[config.mk]
export PLATFORM = sky130hd
export DESIGN_NAME = fp32_add_sub
export DESIGN_NICKNAME = d
export VERILOG_FILES = /design/src/rtl/core/fpas_pkg.sv /design/src/rtl/core/fp32_add_sub.sv
export SDC_FILE = /design/constraint.sdc
export NUM_CORES = 1
export LEC_CHECK = 0
export BUFFER_PORTS_ARGS = -buffer_cell sky130_fd_sc_hd__buf_2
export CELL_PAD_IN_SITES_DETAIL_PLACEMENT = 1
export CELL_PAD_IN_SITES_GLOBAL_PLACEMENT = 1
export CORE_MARGIN = 2
export CORE_UTILIZATION = 30
export CTS_CLUSTER_SIZE = 20
export DETAILED_ROUTE_END_ITERATION = 12
export PLACE_DENSITY_LB_ADDON = 0.05
export SYNTH_ARGS = -nofsm -noshare
export SYNTH_HDL_FRONTEND = slang
export SYNTH_SLANG_ARGS = --single-unit
[constraint.sdc]
create_clock -name i_clk -period 14 [get_ports i_clk]
set_input_delay 0.7 -clock i_clk [delete_from_list [all_inputs] [get_ports i_clk]]
set_output_delay 0.7 -clock i_clk [all_outputs]
set_load 0.01 [all_outputs]
[src/rtl/core/fpas_pkg.sv]
// ---------------------------------------------------------------------------
// fpas_pkg
// Shared types and constants of the single-precision adder.
// ---------------------------------------------------------------------------
package fpas_pkg;
    localparam logic [7:0]  ExpMax = 8'hFF;

    typedef enum logic [0:0] {
        CMD_ADD = 1'b0,
        CMD_SUB = 1'b1
    } t_cmd;

    // Count of leading zeros of a 26-bit significand, 26 when all zero.
    function automatic logic [4:0] lead_shift(input logic [25:0] v);
        logic [4:0] n;
        logic       hit;
        n   = 5'd26;
        hit = 1'b0;
        for (int b = 25; b >= 0; b--) begin
            if (!hit && v[b]) begin
                n   = 5'(25 - b);
                hit = 1'b1;
            end
        end
        return n;
    endfunction
endpackage

[src/rtl/core/fp32_add_sub.sv]
// ---------------------------------------------------------------------------
// fp32_add_sub
// Single-precision adder and subtracter on IEEE bit patterns.
// ---------------------------------------------------------------------------
// Usage: the input channel carries a command word (add or subtract) and two
// operands; the output channel carries the rounded 32-bit sum. Both use
// valid/ready. Subnormal inputs count as zero; exponent 255 is an ordinary
// number. Rounding is to nearest even with this unit's sticky rule.
// An accepted word passes through four register stages to the output, and one
// word is accepted every cycle while the receiver does not stall.
// The four stages are: unpack and align, add and carry handling,
// normalize, round and pack.
// When the receiver stalls, every stage holds its word and the input ready
// drops only once the pipeline is full; no word is lost or repeated.
// Reset clears the valid bits of all stages; data registers are not reset.
// ---------------------------------------------------------------------------
module fp32_add_sub
    import fpas_pkg::*;
(
    input  logic        i_clk,
    input  logic        i_rst_n,
    input  logic        i_valid,
    output logic        o_ready,
    input  logic        i_cmd,
    input  logic [31:0] i_operand_a,
    input  logic [31:0] i_operand_b,
    output logic        o_valid,
    input  logic        i_ready,
    output logic [31:0] o_sum
);
    // Stage valid bits and stage enables.
    logic r_v1, r_v2, r_v3, r_v4;
    logic en1, en2, en3, en4;
    assign en4 = !r_v4 || i_ready;
    assign en3 = !r_v3 || en4;
    assign en2 = !r_v2 || en3;
    assign en1 = !r_v1 || en2;
    assign o_ready = en1;

    // ---------------- stage 1: unpack, select, align ----------------
    logic [31:0] b_eff;
    logic        sa, sb, sel;
    logic [7:0]  ea, eb, diff, es;
    logic [23:0] ma, mb, ms, mi;
    logic [4:0]  de;
    logic [54:0] mia;
    logic        n_stck1;
    always_comb begin
        b_eff = i_operand_b;
        if (t_cmd'(i_cmd) == CMD_SUB) b_eff[31] = ~b_eff[31];
        sa = i_operand_a[31];
        sb = b_eff[31];
        ea = i_operand_a[30:23];
        eb = b_eff[30:23];
        ma = (ea == '0) ? '0 : {1'b1, i_operand_a[22:0]};
        mb = (eb == '0) ? '0 : {1'b1, b_eff[22:0]};
        diff = (ea > eb) ? ea - eb : eb - ea;
        de = (diff > 8'd31) ? 5'd31 : diff[4:0];
        sel = (de == '0) ? !(ma > mb) : !(ea > eb);
        ms = sel ? mb : ma;
        mi = sel ? ma : mb;
        es = sel ? eb : ea;
        mia = {mi, 31'd0} >> de;
        n_stck1 = |mia[28:0];
    end

    logic        r1_sa, r1_sb, r1_ss, r1_stck;
    logic [7:0]  r1_es;
    logic [23:0] r1_ms;
    logic [25:0] r1_mi;
    always_ff @(posedge i_clk) begin
        if (!i_rst_n) r_v1 <= 1'b0;
        else if (en1) r_v1 <= i_valid;
        if (en1) begin
            r1_sa <= sa; r1_sb <= sb; r1_ss <= sel ? sb : sa;
            r1_es <= es; r1_ms <= ms; r1_mi <= mia[54:29]; r1_stck <= n_stck1;
        end
    end

    // ---------------- stage 2: add/subtract, carry ----------------
    logic        same2, n_stck2;
    logic [26:0] mye;
    logic [8:0]  esi, n_eyd;
    logic [25:0] n_myd;
    always_comb begin
        same2 = (r1_sa == r1_sb);
        mye = same2 ? {1'b0, r1_ms, 2'b00} + {1'b0, r1_mi}
                    : {1'b0, r1_ms, 2'b00} - {1'b0, r1_mi};
        esi = {1'b0, r1_es} + 9'd1;
        if (mye[26]) begin
            if (esi == {1'b0, ExpMax}) begin
                n_eyd = {1'b0, ExpMax}; n_myd = 26'h2000000; n_stck2 = 1'b0;
            end else begin
                n_eyd = esi; n_myd = mye[26:1]; n_stck2 = r1_stck | mye[0];
            end
        end else begin
            n_eyd = {1'b0, r1_es}; n_myd = mye[25:0]; n_stck2 = r1_stck;
        end
    end

    logic        r2_sa, r2_sb, r2_ss, r2_stck;
    logic [8:0]  r2_eyd;
    logic [25:0] r2_myd;
    always_ff @(posedge i_clk) begin
        if (!i_rst_n) r_v2 <= 1'b0;
        else if (en2) r_v2 <= r_v1;
        if (en2) begin
            r2_sa <= r1_sa; r2_sb <= r1_sb; r2_ss <= r1_ss; r2_stck <= n_stck2;
            r2_eyd <= n_eyd; r2_myd <= n_myd;
        end
    end

    // ---------------- stage 3: normalize ----------------
    logic [4:0]  se;
    logic signed [9:0] eyf;
    logic [8:0]  dm1;
    logic [7:0]  n_eyr;
    logic [25:0] n_myf;
    always_comb begin
        se = lead_shift(r2_myd);
        eyf = $signed({1'b0, r2_eyd}) - $signed({5'd0, se});
        dm1 = r2_eyd - 9'd1;
        if (eyf > 0) begin
            n_eyr = eyf[7:0];
            n_myf = r2_myd << se;
        end else begin
            // Result underflows: shift only as far as the exponent allows.
            n_eyr = '0;
            n_myf = r2_myd << dm1[4:0];
        end
    end

    logic        r3_sa, r3_sb, r3_ss, r3_stck;
    logic [7:0]  r3_eyr;
    logic [25:0] r3_myf;
    always_ff @(posedge i_clk) begin
        if (!i_rst_n) r_v3 <= 1'b0;
        else if (en3) r_v3 <= r_v2;
        if (en3) begin
            r3_sa <= r2_sa; r3_sb <= r2_sb; r3_ss <= r2_ss; r3_stck <= r2_stck;
            r3_eyr <= n_eyr; r3_myf <= n_myf;
        end
    end

    // ---------------- stage 4: round and pack ----------------
    logic        g, r, l, up, same4, sy;
    logic [24:0] myr;
    logic [8:0]  ey;
    logic [22:0] my;
    always_comb begin
        same4 = (r3_sa == r3_sb);
        g = r3_myf[1]; r = r3_myf[0]; l = r3_myf[2];
        up = (g && !r && !r3_stck && l) || (g && !r && same4 && r3_stck) || (g && r);
        myr = {1'b0, r3_myf[25:2]} + {24'd0, up};
        // The exponent keeps its ninth bit so that a rounding carry out of 255
        // is not taken for a zero result when the sign is chosen.
        if (myr[24]) begin
            ey = {1'b0, r3_eyr} + 9'd1; my = '0;
        end else if (myr[23:0] == '0) begin
            ey = '0; my = '0;
        end else begin
            ey = {1'b0, r3_eyr}; my = myr[22:0];
        end
        sy = (ey == '0 && my == '0) ? (r3_sa & r3_sb) : r3_ss;
    end

    always_ff @(posedge i_clk) begin
        if (!i_rst_n) r_v4 <= 1'b0;
        else if (en4) r_v4 <= r_v3;
        if (en4) o_sum <= {sy, ey[7:0], my};
    end
    assign o_valid = r_v4;

`ifndef ASSERT_OFF
    a_out_hold: assert property (@(posedge i_clk) disable iff (!i_rst_n)
        o_valid && !i_ready |=> o_valid && $stable(o_sum))
        else $error("output word changed under stall");
    a_full_ready: assert property (@(posedge i_clk) disable iff (!i_rst_n)
        !o_ready |-> r_v1 && r_v2 && r_v3 && r_v4 && !i_ready)
        else $error("input stalled while pipeline not full");
    a_flow: assert property (@(posedge i_clk) disable iff (!i_rst_n)
        i_valid && o_ready |=> r_v1)
        else $error("accepted word not captured");
    a_reset_empty: assert property (@(posedge i_clk)
        !i_rst_n |=> !o_valid)
        else $error("output valid right after reset");
`endif
endmodule
* Word level (Yosys, flattened, before mapping)
Cells that the tools add are included.
Storage, ports and cells: flip-flop bits (word level) 175, input port bits 69, output and inout port bits 34, word-level logic and storage cells 201
Cells by class: add/sub/neg operators 9, $lt $le $gt $ge 4, equal/unequal tests 3, shift operators 3, muxes and demuxes 74, bitwise logic cells 4, reductions and logical operators 79
Operators with widths (count):
- 2-to-1 mux 5 bit | 27
- 2-to-1 mux 24 bit | 4
- right shift 55 x 5 -> 55 bit | 1
- 2-to-1 mux 26 bit | 2
- left shift 26 x 5 -> 26 bit | 2
- 2-to-1 mux 23 bit | 2
- 2-to-1 mux 8 bit | 5
- logical NOT 1 bit | 33
- logical AND 1 bit | 32
- 2-to-1 mux 1 bit | 31
- OR reduction 29 bit | 1
- adder 26 x 26 -> 27 bit | 1
- 2-to-1 mux 27 bit | 1
- subtractor 26 x 26 -> 27 bit | 1
- adder 24 x 1 -> 25 bit | 1
- 2-to-1 mux 25 bit | 1
- greater-than comparator 24 bit | 1
- logical NOT 24 bit | 1
- logical NOT 23 bit | 1
- adder 8 x 1 -> 9 bit (second input constant) | 2
- logical NOT 8 bit | 2
- subtractor 8 bit | 2
- greater-than comparator 10 x 1 -> 1 bit (second input constant) | 1
- subtractor 9 x 5 -> 10 bit | 1
- 13 further kinds | 20

* Logic depth before layout (Yosys ltp)
Gate-level depths: netlist (run 1).
depth after elaboration 79, mapped depth 28, mapped depth without buffers 25

* Worst setup path before layout (run 1)
OpenSTA, ideal clock, no wires.
path kind input to register, start input i_operand_a[28], end register r1_stck (data pin), setup time 0.267 ns, data arrival time 4.987 ns, required time 13.733 ns, slack 8.746 ns, cell stages on the path 22, path buffers 2, cells stage by stage nor4_1 nand2_1 clkbuf_1 and2_1 ha_1 a21o_1 a21o_1 a31oi_1 o21ai_0 nor3_1 a21oi_1 nand4_4 clkbuf_1 a21oi_1 a21oi_1 a21oi_1 o2111a_1 a311oi_1 nor4bb_1 nand4b_1 o21ai_1 nand4_1
Between the ends: cells in the longest elaborated chain, start to end 9, elaborated cells on any way between the ends 16, those cells by class add/sub: 2; order compare: 3; shift: 1; mux: 5; reduce/logical: 5
RTL lines:
- start: declaration | line fp32_add_sub.sv:25 | input logic [31:0] i_operand_a,
- subtractor 8 bit / greater-than comparator 8 bit (equally long branches) | line fp32_add_sub.sv:57, fp32_add_sub.sv:59
- 2-to-1 mux 8 bit | line fp32_add_sub.sv:57 | diff = (ea > eb) ? ea - eb : eb - ea;
- greater-than comparator 8 x 5 -> 1 bit | line fp32_add_sub.sv:58 | de = (diff > 8'd31) ? 5'd31 : diff[4:0];
- 2-to-1 mux 5 bit | line fp32_add_sub.sv:58
- logical NOT 5 bit | line fp32_add_sub.sv:59 | sel = (de == '0) ? !(ma > mb) : !(ea > eb);
- 2-to-1 mux 1 bit | line fp32_add_sub.sv:59
- 2-to-1 mux 24 bit | line fp32_add_sub.sv:61 | mi = sel ? ma : mb;
- right shift 55 x 5 -> 55 bit * | line fp32_add_sub.sv:63 | mia = {mi, 31'd0} >> de;
- OR reduction 29 bit * | line fp32_add_sub.sv:64 | n_stck1 = |mia[28:0];
- named net n_stck1 | line fp32_add_sub.sv:47 | logic n_stck1;
- end signal: assignment | line fp32_add_sub.sv:76 | r1_es <= es; r1_ms <= ms; r1_mi <= mia[54:29]; r1_stck <= n_stck1;
- end: declaration | line fp32_add_sub.sv:67 | logic r1_sa, r1_sb, r1_ss, r1_stck;
The timed path passes the listed nets; every way through them passes the cells marked *. A chain may end at the register's enable or synchronous reset.

* Worst setup path after layout (run 1)
start input i_operand_a[23], end register r1_stck (data pin)
The elaborated chain is that of the path after synthesis.

==> results of run 1 <==
[synthesized netlist by cell type (13+ instances only)]
library cell and instances:
nand2_1 217, nor2_1 192, edfxtp_1 171, o21ai_0 123, a21oi_1 118, ha_1 99
inv_1 94, clkbuf_1 66, nand3_1 55, mux2i_1 51, xnor2_1 41, nor3_1 40
xor2_1 29, a211oi_1 28, o211ai_1 27, a31oi_1 26, and2_1 26, buf_2 25
a21o_1 24, nor2b_1 21, mux2_2 19, o22ai_1 19, and3_1 18, nand4_1 17
o31ai_1 17, nor4_1 15, nand2b_1 13
[where the power goes]
part / switching, W / internal (W) / leakage, nW
Clock: 0.000226 / 0.000233 / 0.265
Sequential: 0.000148 / 0.000788 / 1.91
Combinational: 0.000764 / 0.000465 / 4.59
[routing by layer]
layer	track usage (%)	vias up
li1	-	6752
met1	25.5	6863
met2	37.3	215
met3	2.73	65
met4	7.74	0
met5	0	-
[registers in the layout, summed over array words and instances, names as in the netlist, 8 cells and up]
| name | count |
|---|---|
| r1_mi | 26 |
| r2_myd | 26 |
| r3_myf | 26 |
| r3_eyr | 8 |
| r2_eyd | 9 |
| r1_es | 8 |
| r1_ms | 24 |
| o_sum | 32 |
[kinds of logic (layout without fill, tap and decap cells)]
family / after synthesis / after routing / share of synthesized area (%)
buf+inv: 195 / 253 / 5.06
fa+ha+maj: 105 / 105 / 8.70
simple gates: 668 / 668 / 20.4
compound gates: 521 / 521 / 22.5
flops: 175 / 175 / 33.9
mux: 75 / 75 / 5.19
xor+xnor: 73 / 73 / 4.30
[per-stage QoR]
stage / hold WS [ps] / instance area [um2] / instances
floorplan: 400 / 15400 / 1812
global placement: 407 / 16600 / 2518
detailed placement: 411 / 16600 / 2518
CTS: 381 / 17100 / 2550
global route: 392 / 17100 / 2550
finish: 420 / 17100 / 2550
[worst max-delay path by stage]
stage,from,to,slack (ps)
floorplan,i_operand_a[28],r1_stck,8750
global placement,i_operand_a[23],r1_stck,6410
detailed placement,i_operand_a[23],r1_stck,6330
CTS,i_operand_a[23],r1_stck,6770
global route,i_operand_a[23],r1_stck,6330
finish,i_operand_a[23],r1_stck,6700
[final cells by class]
| type | instances | area share, % |
|---|---|---|
| well taps | 680 | 4.97 |
| multi-input cells | 1442 | 55.2 |
| inverters | 95 | 2.08 |
| flip-flops and latches | 175 | 30.5 |
| clock buffers | 19 | 2.53 |
| clock inverters | 13 | 0.731 |
| repair buffers | 126 | 4.03 |
==> impl_metrics.tcl, run 1 <==
set metrics [dict create \
    outcome "completed" \
    dr.max_layer_used "met4" \
    worstRegToRegCells 23 \
    regArea_um2 5220 \
    crit_type "input port to flop" \
    vias 13900 \
    die_h_um 231 \
    cts_sinks 175 \
    coreArea_um2 51000 \
    rsz0062_at_grt "false" \
    min_to "r3_sb" \
    final_cell_mix "nand2_1 (216), nor2_1 (192), edfxtp_1 (171)" \
    nFillCells 6037 \
    synth_area_um2 15400 \
    p_leak_nw 6.77 \
    hp-class "flop to flop" \
    cts_max_level 4 \
    worst_clock_skew_ps 14.7 \
    io_buffers 102 \
    postSynthAreaPerCell_um2 8.50 \
    synth_area_leaders "edfxtp_1 (33%), ha_1 (8.0%), nand2_1 (5.3%)" \
    grt_overflow_total 0 \
    yosysTopAreaCellShare_pct 33.4 \
    pwr_density_cell_nw_per_um2 153 \
    reg2reg_to "r3_myf[21]" \
    synth.largest_area_cell "edfxtp_1" \
    yosys_warnings 0 \
    syn-num-nets 1984 \
    antenna_found_initial 0 \
    via_per_inst 5.45 \
    met1_length_um 23800 \
    cts_setup_buffers 0 \
    syn_inst 1812 \
    start_kind "input port" \
    setup_violations 0 \
    path_buf_inv 3 \
    min_from "r2_sb" \
    slowest_stage "o31ai_4" \
    cts_tree "yes" \
    pin_count 103 \
    clockBufferDepth 2 \
    tightest_slew_ps 1280 \
    synth.distinct_cells 100 \
    hold_viol 0 \
    postRouteAntennaNets 0 \
    ys.flop_type "edfxtp_1" \
    wl_met3_um 1450 \
    nets 2029 \
    grtUsageTotal_pct 20.9 \
    grt_pass1_wl_um 85400 \
    min_period_ps 7300 \
    cts_buffers 17 \
    synth_edf_count 171 \
    hpwl_um 43700 \
    fmax_mhz 137 \
    p_total_w 0.00262 \
    multi_input_area_um2 9450 \
    fin_ws_ps 6700 \
    fin_crit_sh_pct 52.2 \
    worstPathCellList "buf_2, inv_1, ha_1, nand4_1, or2_1, o21ai_4, buf_4, mux2i_1, xor2_1, nand4_4, o31ai_4, a21oi_1, o31ai_1, a22o_1, a211oi_1, a311oi_1, nor4bb_1, nand4b_1, o21ai_1, nand4_1" \
    drc 0 \
    r2r_slack_ps 7020 \
    slew_headroom_pct 14.6 \
    place_ws_ps 6330 \
    clock_latency_ps 480 \
    critPathMaxFanout 37 \
    setup_tns_ps 0 \
    wire_per_inst_um 21.5 \
    reg2reg_from "r2_myd[17]" \
    initial_core_util_pct 30.2 \
    async_flop_share_pct 0 \
    critPathMostFrequentCell "nand4_1" \
    maxCapViolations 0 \
    grt_max_degree 64 \
    routed_wl_um 54800 \
    diodes 0 \
    synthToLayoutAreaGrowth_pct 11.2 \
    wl_met2_um 27900 \
    clk_pin_slew_ps 70 \
    crit_path_end_kind "flop" \
    cts-root-buf "clkbuf_16" \
    ys_seq_area_share_pct 33.9 \
    ir_worst_vdd_mv 0.0944 \
    min_delay_path_depth 0 \
    drv_slew 0 \
    utilization_pct 33.6 \
    hold_buffers 0 \
    cp_slowest_stage_delay_ps 1000 \
    cp_top_family "compound AO/OA/AOI/OAI gates" \
    die_area_um2 53100 \
    cp.required_ps 14200 \
    final_common_cell "nand2_1" \
    rows 83 \
    first_global_vias 14400 \
    worstPathArrival_ps 7500 \
    yosys_register_bits 175 \
    cts.repair.resized 0 \
    die_x_um 231 \
    cp_num_cells 20 \
    initialDrtViolationCount 749 \
    dr.pass1.iters 5 \
    gp_congestion 0.864 \
    drive_gt1_share_pct 12.3 \
]
Power figures use the tool's default switching activity.
==> inputs of run 2 (changes only) <==
clock period = 6.4 ns   (was 14 ns; I/O delays follow)
==> run 2 against run 1 <==
Effect of this change:
- hold slack got worse by 370 ps
- via count is 1.1% higher
- combinational power up 130%
- utilization increased by 1.6 points
- die area did not move
- wire length increased by 1.9%
- register-to-register slack got worse by 6500 ps
- clock-buffer cell count down 2
- first-iteration DRC count decreased by 17%
==> impl_metrics.tcl, run 2 (synthesis results as in run 1) <==
set metrics [dict create \
    die_h_um 231 \
    final_cell_mix "nand2_1 (216), nor2_1 (192), edfxtp_1 (171)" \
    dp.cells 2603 \
    clock_latency_ps 460 \
    grt_pass1_wl_um 86600 \
    antenna_found_initial 0 \
    hold_viol 0 \
    grtUsageTotal_pct 21.0 \
    gp_congestion 0.867 \
    cts.repair.resized 0 \
    dr.max_layer_used "met4" \
    coreArea_um2 51000 \
    io_buffers 102 \
    final_common_cell "nand2_1" \
    via_per_inst 5.33 \
    hpwl_um 45800 \
    grt_max_degree 64 \
    die_x_um 231 \
    cts_setup_buffers 0 \
    met1_length_um 23900 \
    drv_slew 0 \
    worstPathArrival_ps 6120 \
    start_kind "flop" \
    initial_core_util_pct 30.2 \
    wire_per_inst_um 21.2 \
    postRouteAntennaNets 0 \
    crit_path_end_kind "flop" \
    initialDrtViolationCount 620 \
    rows 83 \
    hp-class "input port to flop" \
    setup_violations 0 \
    pwr_density_cell_nw_per_um2 336 \
    cts_sinks 175 \
    pin_count 103 \
    rsz0062_at_grt "false" \
    outcome "completed" \
    tightest_slew_ps 877 \
    nets 2114 \
    largest_reg_flops 32 \
    largest-register "o_sum" \
    fmax_mhz 169 \
    clk_pin_slew_ps 70 \
    p_leak_nw 7.25 \
    dr.pass1.iters 5 \
    drive_gt1_share_pct 16.4 \
    critPathMaxFanout 29 \
    cp.required_ps 6600 \
    ir_worst_vdd_mv 0.168 \
    slew_headroom_pct 41.3 \
    final_cells 2635 \
    min_period_ps 5920 \
    synthToLayoutAreaGrowth_pct 16.5 \
    drc 0 \
    fin_crit_sh_pct 92.6 \
    routed_wl_um 55800 \
    maxCapViolations 0 \
    grt_overflow_total 0 \
    cts_buffers 17 \
    wl_met3_um 912 \
    setup_tns_ps 0 \
    die_area_um2 53100 \
    cts_max_level 4 \
    diodes 0 \
    worst_clock_skew_ps 14.1 \
    first_global_vias 14800 \
    cts-root-buf "clkbuf_16" \
    vias 14100 \
    wl_met2_um 29300 \
    cts_tree "yes" \
    hold_buffers 0 \
    utilization_pct 35.2 \
    clockBufferDepth 2 \
    crit_type "flop to flop" \
]
==> run 2: final cells by class <==
class | instances | area, um2
fill | 6039 | 33100
multi-input combinational | 1442 | 9480
clock buffer | 17 | 425
timing repair buffer | 211 | 1390
tap | 680 | 851
sequential | 175 | 5220
clock inverter | 15 | 219
inverter | 95 | 357
==> run 2: critical path: stages, from the launching register on <==
cell      delay, ps
edfxtp_1        450
or4_1           570
nor3_1          190
nor2b_1         230
nand2_1         180
a21oi_1         180
nor3_1          110
inv_1            90
ha_1            180
fa_1            210
inv_1            50
a21o_1          210
maj3_1          390
a211oi_1        300
xor2_1          240
nor4b_2          80
o21ai_2         270
mux2i_4         300
buf_12          220
mux2_2          390
mux2_2          280
mux2_2          270
a21oi_1         140
o21ai_1          80
==> run 2: stage by stage <==
| step | cell area, um2 | power [W] | setup slack [ps] | hold slack, ps |
|---|---|---|---|---|
| after floorplan | 15400 | 0.00380 | 1150 | 400 |
| after global placement | 17300 | 0.00491 | 425 | 405 |
| after detailed placement | 17300 | 0.00493 | 270 | 406 |
| after CTS | 17900 | 0.00609 | 216 | 29.2 |
| after global routing | 17900 | 0.00644 | 31.6 | 40.3 |
| final | 17900 | 0.00603 | 477 | 54.3 |
==> run 2: routing by layer <==
layer | track usage (%) | vias up
li1 | - | 6909
met1 | 24.7 | 6875
met2 | 39.2 | 200
met3 | 1.73 | 68
met4 | 8.27 | 0
met5 | 0 | -
==> run 2: worst paths after layout <==
| check | slack [ps] | endpoint | depth (start not counted) | start |
|---|---|---|---|---|
| setup / recovery | 480 | r3_myf[22] | 23 | r2_myd[17] |
| setup reg to reg | 480 | r3_myf[22] | 23 | r2_myd[17] |
| hold reg to reg | 430 | r3_sb | 0 | r2_sb |
| hold / removal | 50 | r1_sa | 1 | i_operand_a[31] |
==> run 2: power by group <==
| part | switching (W) | internal [W] | leakage [nW] |
|---|---|---|---|
| Sequential | 0.000349 | 0.00172 | 1.91 |
| Combinational | 0.00167 | 0.00115 | 5.02 |
| Clock | 0.000496 | 0.000636 | 0.317 |
| Total | 0.00252 | 0.00351 | 7.25 |
==> inputs of run 3 (changes only) <==
RECOVER_POWER = 50   (was default)
==> run 3 against run 2 <==
Effect of this change:
- the flow now finishes with violations (max-capacitance violations, max-slew violations)
- sequential cell count stayed put
- highest routed layer unchanged
- hold slack better by 24 ps
- combinational power hardly changed
==> impl_metrics.tcl, run 3 (synthesis results as in run 1) <==
set metrics [dict create \
    antenna_found_initial 0 \
    first_global_vias 14800 \
    critPathMaxFanout 29 \
    die_area_um2 53100 \
    initial_core_util_pct 30.2 \
    grtUsageTotal_pct 21.0 \
    vias 14100 \
    start_kind "flop" \
    clock_latency_ps 460 \
    maxCapViolations 4 \
    final_common_cell "nand2_1" \
    crit_type "flop to flop" \
    pwr_density_cell_nw_per_um2 336 \
    synthToLayoutAreaGrowth_pct 16.1 \
    rsz0062_at_grt "false" \
    wire_per_inst_um 21.2 \
    via_per_inst 5.34 \
    grt_pass1_wl_um 86600 \
    setup_violations 0 \
    tightest_slew_ps 3210 \
    coreArea_um2 51000 \
    grt_overflow_total 0 \
    setup_tns_ps 0 \
    initialDrtViolationCount 629 \
    cts_tree "yes" \
    largest-register "o_sum" \
    clockBufferDepth 2 \
    met1_length_um 23900 \
    fmax_mhz 169 \
    drc 0 \
    min_period_ps 5920 \
    io_buffers 102 \
    crit_start "r2_myd[17]" \
    routed_wl_um 55800 \
    grt_max_degree 64 \
    clk_pin_slew_ps 70 \
    slew_headroom_pct -114 \
    cts_buffers 17 \
    cp_top_family "simple AND/OR/NAND/NOR gates" \
    ir_worst_vdd_mv 0.168 \
    nFillCells 6048 \
    path_buf_inv 3 \
    cts_sinks 175 \
    hpwl_um 45800 \
    rows 83 \
    nets 2114 \
    drive_gt1_share_pct 14.5 \
    gp_congestion 0.867 \
    final_cell_mix "nand2_1 (216), nor2_1 (192), edfxtp_1 (171)" \
    fin_crit_sh_pct 92.5 \
    critPathMostFrequentCell "mux2_2" \
    largest_reg_flops 32 \
    diodes 0 \
    hold_viol 0 \
    cts_max_level 4 \
    die_h_um 231 \
    drv_slew 176 \
    crit_path_end_kind "flop" \
    worst_clock_skew_ps 15.1 \
    p_total_w 0.00600 \
    die_x_um 231 \
    violations "max-capacitance violations, max-slew violations" \
    postRouteAntennaNets 0 \
    cp.required_ps 6600 \
    cts-root-buf "clkbuf_16" \
    p_leak_nw 7.14 \
    cp_slowest_stage_delay_ps 570 \
    min_from "i_operand_a[31]" \
    worstPathCellList "or4_1, nor3_1, nor2b_1, nand2_1, a21oi_1, nor3_1, inv_1, ha_1, fa_1, inv_1, a21o_1, maj3_1, a211oi_1, xor2_1, nor4b_2, o21ai_2, mux2i_4, buf_12, mux2_2, mux2_2, mux2_2, a21oi_1, o21ai_1" \
    reg2reg_from "r2_myd[17]" \
    dr.max_layer_used "met4" \
    dr.pass1.iters 5 \
    pin_count 103 \
    hp-class "input port to flop" \
    worstPathArrival_ps 6120 \
    hold_buffers 0 \
    wl_met2_um 29200 \
    wl_met3_um 912 \
    outcome "finished with violations" \
    slowest_stage "or4_1" \
    r2r_slack_ps 480 \
]
==> run 3: metal layers <==
| layer | vias to the layer above | GRT usage, % |
|---|---|---|
| li1 | 6914 | - |
| met1 | 6855 | 24.7 |
| met2 | 221 | 39.2 |
| met3 | 68 | 1.73 |
| met4 | 0 | 8.27 |
| met5 | - | 0 |
==> run 3: final timing paths <==
path	to	depth (start not counted)
max	r3_myf[22]	23
min	r1_sa	1
max reg2reg	r3_myf[22]	23
min reg2reg	r2_ss	0
==> run 3: metrics by stage <==
step	cells	area (um2)	hold slack [ps]	utilization (%)	setup WS (ps)
global placement	2603	17300	405	33.9	425
detailed placement	2603	17300	406	33.9	270
CTS	2635	17900	29.2	35.1	216
finish	2635	17900	78.0	35.1	480
global route	2635	17900	74.7	35.1	31.6
floorplan	1812	15400	400	-	1150
==> run 3: layout make-up <==
cell class / count / area, um2 / area share [%]
Multi-Input combinational cell: 1442 / 9480 / 53.0
Sequential cell: 175 / 5220 / 29.2
Timing Repair Buffer: 211 / 1330 / 7.46
Tap cell: 680 / 851 / 4.76
Inverter: 95 / 357 / 1.99
Clock buffer: 17 / 425 / 2.38
Clock inverter: 15 / 219 / 1.22
==> run 3: report_power, final <==
part | total [W] | internal, W | switching [W]
clock | 0.00113 | 0.000636 | 0.000496
combinational | 0.00279 | 0.00112 | 0.00167
sequential | 0.00208 | 0.00173 | 0.000352
==> run 3: repair_timing <==
| item | 4_1_cts | 5_1_grt |
|---|---|---|
| endpoints found under the setup margin | 0 | 14 |
| buffers inserted | 0 | 0 |
| gates resized for setup | 0 | 4 |
| hold endpoints to repair | 0 | 0 |
